[config.mk]
export PLATFORM = sky130hd
export DESIGN_NAME = nibble_pulse_width_serial_tx
export DESIGN_NICKNAME = d
export VERILOG_FILES = /design/src/rtl/nptx_pkg.sv /design/src/rtl/nptx_ram.sv /design/src/rtl/nptx_ring.sv /design/src/rtl/nibble_pulse_width_serial_tx.sv
export SDC_FILE = /design/constraint.sdc
export NUM_CORES = 1
export LEC_CHECK = 0
export BUFFER_PORTS_ARGS = -buffer_cell sky130_fd_sc_hd__clkbuf_2
export CAP_MARGIN = 20
export CORE_MARGIN = 4
export CORE_UTILIZATION = 33
export CTS_CLUSTER_SIZE = 10
export DETAILED_ROUTE_END_ITERATION = 10
export GPL_TIMING_DRIVEN = 0
export MAX_ROUTING_LAYER = met4
export SYNTH_ARGS = -nofsm -noshare
export SYNTH_HDL_FRONTEND = slang
export SYNTH_SLANG_ARGS = --single-unit
[constraint.sdc]
create_clock -name clk -period 8.43 [get_ports clk]
set_input_delay 0.843 -clock clk [delete_from_list [all_inputs] [get_ports clk]]
set_output_delay 0.843 -clock clk [all_outputs]
set_load 0.02 [all_outputs]
[src/rtl/nptx_pkg.sv]
// Shared types, constants and helpers of the pulse-width serial transmitter.
// Depends on nothing; every other file but nptx_ram imports it.
package nptx_pkg;

	localparam int FIFO_DEPTH_DEF = 16;

	localparam logic [1:0] MODE_WRITE = 2'd0;
	localparam logic [1:0] MODE_TICK  = 2'd1;
	localparam logic [1:0] MODE_FLUSH = 2'd2;

	localparam logic [7:0]  CHANNEL_RESET = 8'hFF;
	localparam logic [11:0] PULSE_BASE_US = 12'd1024;
	localparam int          PULSE_SHIFT   = 6;      // 64 us per nibble step
	localparam logic [4:0]  IDLE_NIBBLE   = 5'd16;
	localparam logic [11:0] IDLE_WIDTH_US = 12'd2048;

	// Request from the pulse sequencer to the ring for one processed item.
	typedef struct packed {
		logic       step;
		logic       push;
		logic       pop;
		logic       flush;
		logic [7:0] wdata;
	} ring_req_t;

	// Ring status: current head and flags, plus the post-step empty flag.
	typedef struct packed {
		logic       empty;
		logic       full;
		logic       push_ok;
		logic       empty_nx;
		logic [7:0] head;
	} ring_stat_t;

	function automatic logic [11:0] pulse_width(input logic [4:0] nib);
		pulse_width = PULSE_BASE_US + (12'(nib) << PULSE_SHIFT);
	endfunction

endpackage

[src/rtl/nptx_ram.sv]
// Generic single-write, single-read RAM with registered read data.
// Depends on no package.
module nptx_ram #(
	parameter int WIDTH = 8,
	parameter int DEPTH = 16
) (
	input  logic                     clk,
	input  logic                     we,
	input  logic [$clog2(DEPTH)-1:0] waddr,
	input  logic [WIDTH-1:0]         wdata,
	input  logic                     re,
	input  logic [$clog2(DEPTH)-1:0] raddr,
	output logic [WIDTH-1:0]         rdata
);

	logic [WIDTH-1:0] mem [DEPTH];

	always_ff @(posedge clk) begin
		if (we) begin
			mem[waddr] <= wdata;
		end
		if (re) begin
			rdata <= mem[raddr];
		end
	end

endmodule

[src/rtl/nptx_ring.sv]
// Byte ring of the transmitter: pointers, head prefetch and write bypass.
// Depends on nptx_pkg and nptx_ram.
module nptx_ring
	import nptx_pkg::*;
#(
	parameter int FIFO_DEPTH = FIFO_DEPTH_DEF
) (
	input  logic       clk,
	input  logic       arst_n,
	input  ring_req_t  req,
	output ring_stat_t stat
);

	localparam int PTR_W = $clog2(FIFO_DEPTH);
	localparam logic [PTR_W-1:0] PTR_LAST = PTR_W'(FIFO_DEPTH - 1);

	logic [PTR_W-1:0] rd_q, wr_q, rd_nx, wr_nx, rd_inc, wr_inc;
	logic             byp_q;
	logic [7:0]       byp_data_q;
	logic [7:0]       ram_rdata;
	logic             push_ok;

	assign rd_inc = (rd_q == PTR_LAST) ? '0 : rd_q + 1'b1;
	assign wr_inc = (wr_q == PTR_LAST) ? '0 : wr_q + 1'b1;

	assign push_ok = req.push && (wr_inc != rd_q);

	always_comb begin
		rd_nx = rd_q;
		wr_nx = wr_q;
		if (req.flush) begin
			rd_nx = '0;
			wr_nx = '0;
		end else begin
			if (req.pop) begin
				rd_nx = rd_inc;
			end
			if (push_ok) begin
				wr_nx = wr_inc;
			end
		end
	end

	// Prefetch the new head; a write into the slot being read is bypassed.
	nptx_ram #(
		.WIDTH(8),
		.DEPTH(FIFO_DEPTH)
	) u_ram (
		.clk   (clk),
		.we    (req.step && push_ok),
		.waddr (wr_q),
		.wdata (req.wdata),
		.re    (req.step),
		.raddr (rd_nx),
		.rdata (ram_rdata)
	);

	always_ff @(posedge clk or negedge arst_n) begin
		if (!arst_n) begin
			rd_q  <= '0;
			wr_q  <= '0;
			byp_q <= 1'b0;
		end else if (req.step) begin
			rd_q  <= rd_nx;
			wr_q  <= wr_nx;
			byp_q <= push_ok && (wr_q == rd_nx);
		end
	end

	always_ff @(posedge clk) begin
		if (req.step) begin
			byp_data_q <= req.wdata;
		end
	end

	assign stat.empty    = (rd_q == wr_q);
	assign stat.full     = (wr_inc == rd_q);
	assign stat.push_ok  = push_ok;
	assign stat.empty_nx = (rd_nx == wr_nx);
	assign stat.head     = byp_q ? byp_data_q : ram_rdata;

endmodule

[src/rtl/nibble_pulse_width_serial_tx.sv]
// Top level of the nibble pulse-width serial transmitter: input register,
// pulse sequencer, result register. Depends on nptx_pkg and nptx_ring.
//
//   channel   handshake               payload
//   -------   ---------------------   -------------------------------------
//   in        in_valid / in_ready     mode, data_byte
//   out       out_valid / out_ready   write_accepted, pulse_valid,
//                                     pulse_len_us, pulse_channel,
//                                     head_byte, fifo_empty
//   cfg       cfg_valid / cfg_ready   cfg_data (channel_number)
//
// One beat per cycle sustained while out_ready stays high; an item's result
// is registered: the input register takes the beat, and the result register
// and the RAM read register load when the item advances.
// Each step is set by the ring update and the head prefetch read
// of the byte RAM, addressed by the next read pointer.
// Reset: no clearing pass; pointers, pending flag and channel (255) reset at once.
// Stalls: with the result held, one more beat is taken into the input register,
// then in_ready drops until out_ready returns. cfg_ready is always high.
module nibble_pulse_width_serial_tx
	import nptx_pkg::*;
#(
	parameter int FIFO_DEPTH = FIFO_DEPTH_DEF
) (
	input  logic        clk,
	input  logic        arst_n,
	input  logic        in_valid,
	output logic        in_ready,
	input  logic [1:0]  mode,
	input  logic [7:0]  data_byte,
	output logic        out_valid,
	input  logic        out_ready,
	output logic        write_accepted,
	output logic        pulse_valid,
	output logic [11:0] pulse_len_us,
	output logic [7:0]  pulse_channel,
	output logic [7:0]  head_byte,
	output logic        fifo_empty,
	input  logic        cfg_valid,
	output logic        cfg_ready,
	input  logic [7:0]  cfg_data
);

	// Input register
	logic       valid_s1;
	logic [1:0] mode_s1;
	logic [7:0] data_s1;

	// Sequencer state and configuration
	logic       pending_q;
	logic [7:0] cur_q;
	logic [7:0] channel_q;

	// Result register
	logic        out_valid_q;
	logic        wacc_q;
	logic        pvalid_q;
	logic [11:0] width_q;
	logic [7:0]  chan_q;
	logic        empty_q;

	logic       adv;
	logic       is_tick;
	logic [4:0] nib;
	ring_req_t  ring_req;
	ring_stat_t ring_st;

	// Advance when an item waits and the result slot is free or being drained.
	assign adv      = valid_s1 && (!out_valid_q || out_ready);
	assign in_ready = !valid_s1 || adv;
	assign is_tick  = (mode_s1 == MODE_TICK);

	assign cfg_ready = 1'b1;

	always_ff @(posedge clk or negedge arst_n) begin
		if (!arst_n) begin
			channel_q <= CHANNEL_RESET;
		end else if (cfg_valid) begin
			channel_q <= cfg_data;
		end
	end

	// Capture a beat into the input register.
	always_ff @(posedge clk or negedge arst_n) begin
		if (!arst_n) begin
			valid_s1 <= 1'b0;
		end else if (in_ready) begin
			valid_s1 <= in_valid;
		end
	end

	always_ff @(posedge clk) begin
		if (in_ready && in_valid) begin
			mode_s1 <= mode;
			data_s1 <= data_byte;
		end
	end

	// Ring request: pop only when no low nibble is owed and a byte is there.
	always_comb begin
		ring_req.step  = adv;
		ring_req.push  = (mode_s1 == MODE_WRITE);
		ring_req.pop   = is_tick && !pending_q && !ring_st.empty;
		ring_req.flush = (mode_s1 == MODE_FLUSH);
		ring_req.wdata = data_s1;
	end

	nptx_ring #(
		.FIFO_DEPTH(FIFO_DEPTH)
	) u_ring (
		.clk    (clk),
		.arst_n (arst_n),
		.req    (ring_req),
		.stat   (ring_st)
	);

	// Pick the nibble: owed low nibble, fresh high nibble, or idle.
	always_comb begin
		if (pending_q) begin
			nib = {1'b0, cur_q[3:0]};
		end else if (!ring_st.empty) begin
			nib = {1'b0, ring_st.head[7:4]};
		end else begin
			nib = IDLE_NIBBLE;
		end
	end

	// Advance the half-sent byte tracker on ticks only; flush leaves it alone.
	always_ff @(posedge clk or negedge arst_n) begin
		if (!arst_n) begin
			pending_q <= 1'b0;
			cur_q     <= '0;
		end else if (adv && is_tick) begin
			if (pending_q) begin
				pending_q <= 1'b0;
			end else if (!ring_st.empty) begin
				pending_q <= 1'b1;
				cur_q     <= ring_st.head;
			end
		end
	end

	// Result register; hold while the consumer stalls.
	always_ff @(posedge clk or negedge arst_n) begin
		if (!arst_n) begin
			out_valid_q <= 1'b0;
		end else if (adv) begin
			out_valid_q <= 1'b1;
		end else if (out_ready) begin
			out_valid_q <= 1'b0;
		end
	end

	always_ff @(posedge clk) begin
		if (adv) begin
			wacc_q   <= ring_req.push && ring_st.push_ok;
			pvalid_q <= is_tick;
			width_q  <= is_tick ? pulse_width(nib) : '0;
			chan_q   <= is_tick ? channel_q : '0;
			empty_q  <= ring_st.empty_nx;
		end
	end

	assign out_valid      = out_valid_q;
	assign write_accepted = wacc_q;
	assign pulse_valid    = pvalid_q;
	assign pulse_len_us   = width_q;
	assign pulse_channel  = chan_q;
	// Head comes from the prefetch register, which holds with the result.
	assign head_byte      = empty_q ? 8'h00 : ring_st.head;
	assign fifo_empty     = empty_q;

	// A high nibble sent from a nonempty ring must leave the low nibble owed.
	a_pending_set: assert property (@(posedge clk) disable iff (!arst_n)
		adv && is_tick && !pending_q && !ring_st.empty |=> pending_q)
		else $error("low nibble not marked pending after high nibble");

	// An idle width in the result means no byte is half sent.
	a_idle_no_pending: assert property (@(posedge clk) disable iff (!arst_n)
		out_valid_q && pvalid_q && (width_q == IDLE_WIDTH_US) |-> !pending_q)
		else $error("idle pulse while a low nibble is owed");

	// A flush always reports an empty ring.
	a_flush_empty: assert property (@(posedge clk) disable iff (!arst_n)
		adv && (mode_s1 == MODE_FLUSH) |=> fifo_empty && out_valid)
		else $error("ring not empty after flush");

	// Input side stalls only when the result is held back.
	a_stall_cause: assert property (@(posedge clk) disable iff (!arst_n)
		!in_ready |-> valid_s1 && out_valid_q && !out_ready)
		else $error("input stalled without output back-pressure");

endmodule

==> impl_metrics.ini <==
[run_status]
status = finished, final reports clean

[route]
drt-initial-drc-count = 1056
num_vias = 7232
antenna_left = 0
first_pass_iters = 5
wl_per_cell_um = 21.3
viasPerCell = 5.72
wl_mm = 26.9
drc = 0

[yosys]
synth_top_family_by_area = compound AO/OA/AOI/OAI gates
synthXorXnorAreaFrac_pct = 2.00
ys_top_cells_by_area = edfxtp_1, dfrtp_1, o21ai_0
synth-compound-area-share_pct = 17.1
synth_adder_area_share_pct = 0.652
ys_types = 68
post_synth_inst_count = 791
synth_seq_cells = 195
yosys.area.top_type = edfxtp_1
synth_edf_count = 171
syn-mean-instance-area_um2 = 12.1
synth_mux_area_share_pct = 4.36
seq_area_frac_synth_pct = 59.9
ys_warn_count = 0
async_flop_share_pct = 12.3
ys_dominant_reg_cell = edfxtp_1
syn_area_mm2 = 0.00959
synthSimpleGateAreaFrac_pct = 11.9
yosys.area.top_type_share_pct = 53.5

[floorplan]
dieHeight_um = 178
ios = 57
start_util_pct = 33.4
floorplan.rows = 62
core_area_mm2 = 0.0287
fp.dieW_um = 178
die_area_mm2 = 0.0319

[pwr]
power_mw = 2.96
intPower_mw = 1.86
seqPwrFrac_pct = 40.0
ir_worst_vdd_v = 0.000157
power.density_mw_per_mm2 = 269
p_switching_mw = 1.09
power_leakage_nw = 3.78
clock_power_share_pct = 27.9
p_sw_share_pct = 36.9
p_comb_share_pct = 32.2

[setup_path]
worstPathRequired_ps = 8710
path_delay_family = compound AO/OA/AOI/OAI gates
path_class = register to register
startpoint_type = register
slowest_stage = a2111oi_0
cp_max_fo = 10
cp.arrival_ps = 4140
max_stage_delay_ps = 870
path_buf_inv = 3
endpoint_kind = register
worstPathCellList = buf_2, xor2_4, o41ai_4, buf_6, buf_4, o22ai_1, a2111oi_0, o21ai_0, nand4_1

[sta]
relSlewSlack_pct = 23.2
skew_ps = 10.9
holdWs_ps = 419
finalMaxSlewViolations = 0
setup_viol = 0
finalCritPeriodShare_pct = 45.7
tns_ps = 0
max_freq_ghz = 0.259
rsz0062_at_grt = false
tightest_slew_ps = 1120
fin_crit_ps = 3850
finalHoldViolCount = 0

[hold_path]
hold_path.class = primary input to async pin

[layout]
fillers = 2753
final_nets = 896
num_antenna_cells = 0
syn_to_final_growth_pct = 14.6
final_cells = 1265
drive_above_1_share_pct = 18.2
final_util_pct = 38.3

[clocking]
ctsResizeCount = 0
cts_post_setup_buffers_inserted = 0
postCtsHoldBufs = 0
clock_sinks = 195
tritoncts = done
clock-root-buffer = clkbuf_16
htree_levels = 4
insertion_delay_ps = 440
cts_buffer_depth = 2
cts_buffers = 17
clkTransAtPathRegs_ps = 80

[global_route]
grt_overflow = 0
grt_util_all_layers_pct = 17.2
first_global_vias = 6768
grt_start_max_net_pins = 25
grt_antenna_before_repair = 0
grt_pass1_wl_mm = 40.5

[place]
port_buffers = 48
gp_congestion = 0.916
dp_hpwl_mm = 19.1
dp.cells = 1233

[run]
max-cap-violations = 0
Yosys cell counts, drive strengths merged (6+ instances only):
cell type and number:
a2111oi 16, a211oi 19, a21oi 12, a22oi 6
a31oi 11, and2 16, and3 15, buf 38
clkbuf 34, dfrtp 16, dfstp 8, edfxtp 171
inv 6, mux2 11, mux2i 29, nand2 44
nand3 18, nand4 14, nor2 47, nor3 47
o211ai 6, o21ai 72, o221a 10, o221ai 16
o22ai 28, xnor2 13
stage by stage:
step                      instance area [um2]  worst slack (ps)
after floorplan                          9610              5210
after global placement                  10300              4130
after detailed placement                10400              4740
after CTS                               11000              4730
after global routing                    11000              4530
final                                   11000              4580
cells in the final DEF, fill, tap and decap left out, drive strengths merged, types with 16 or more instances in the layout:
cell type,instances
buf,43
clkbuf,99
a2111oi,16
nor3,47
nand3,18
o22ai,28
edfxtp,171
o221ai,16
a211oi,19
mux2i,29
dfrtp,16
o21ai,72
nor2,47
and2,16
nand2,44
sequential cells by signal (all words and copies together) (netlist names), 2 cells and up:
signal              flops
pulse_len_us            6
channel_q               8
u_ring.u_ram.rdata      8
data_s1                 8
pulse_channel           8
u_ring.rd_q             4
cur_q                   4
u_ring.wr_q             4
mode_s1                 2
u_ring.byp_data_q       8
u_ring.u_ram.mem      128
layout make-up:
| cell class | count | area [um2] | area share [%] |
|---|---|---|---|
| Multi-Input combinational cell | 523 | 3480 | 31.6 |
| Sequential cell | 195 | 5750 | 52.3 |
| Clock buffer | 17 | 425 | 3.87 |
| Inverter | 6 | 22.5 | 0.205 |
| Buffer | 72 | 363 | 3.30 |
| Timing Repair Buffer | 53 | 293 | 2.66 |
| Clock inverter | 15 | 184 | 1.67 |
| Tap cell | 384 | 480 | 4.37 |
logic make-up after synthesis:
group,after synthesis
AOI/OAI and AO/OA,228
muxes,40
other,2
buffers and inverters,78
DFF,195
xor gates and xnor gates,18
adders and majority gates,5
and+or+nand+nor,225
power by group through the flow:
stage          combinational (mW)  clock (mW)  sequential, mW
4_1_cts                     0.940       0.835            1.18
2_1_floorplan               0.635           0            1.20
3_5_place_dp                0.935           0            1.20
6_report                    0.950       0.824            1.18
3_3_place_gp                0.924           0            1.20
5_1_grt                      1.02       0.869            1.19
final timing paths:
check,from,to,slack [ps],depth (start not counted)
setup / recovery,u_ring.wr_q[1]$_DFFE_PN0P_,u_ring.u_ram.rdata[4]$_DFFE_PP_,4580,9
hold / removal,arst_n,u_ring.rd_q[3]$_DFFE_PN0P_,420,1
setup reg to reg,u_ring.wr_q[1]$_DFFE_PN0P_,u_ring.u_ram.rdata[4]$_DFFE_PP_,4580,9
hold reg to reg,cur_q[2]$_DFFE_PN0P_,cur_q[2]$_DFFE_PN0P_,490,2
max in group asynchronous,arst_n,out_valid$_DFFE_PN0P_,7590,1
min in group clk,cur_q[2]$_DFFE_PN0P_,cur_q[2]$_DFFE_PN0P_,490,2
metal layers:
metal  vias up  GRT usage, %  wire length (um)
li1       3248             -                 -
met1      3539          24.0             11800
met2       416          25.6             12100
met3        29          3.26              2530
met4         0          5.08               546
met5         -             -                 0
(Power assumes the default switching activity.)
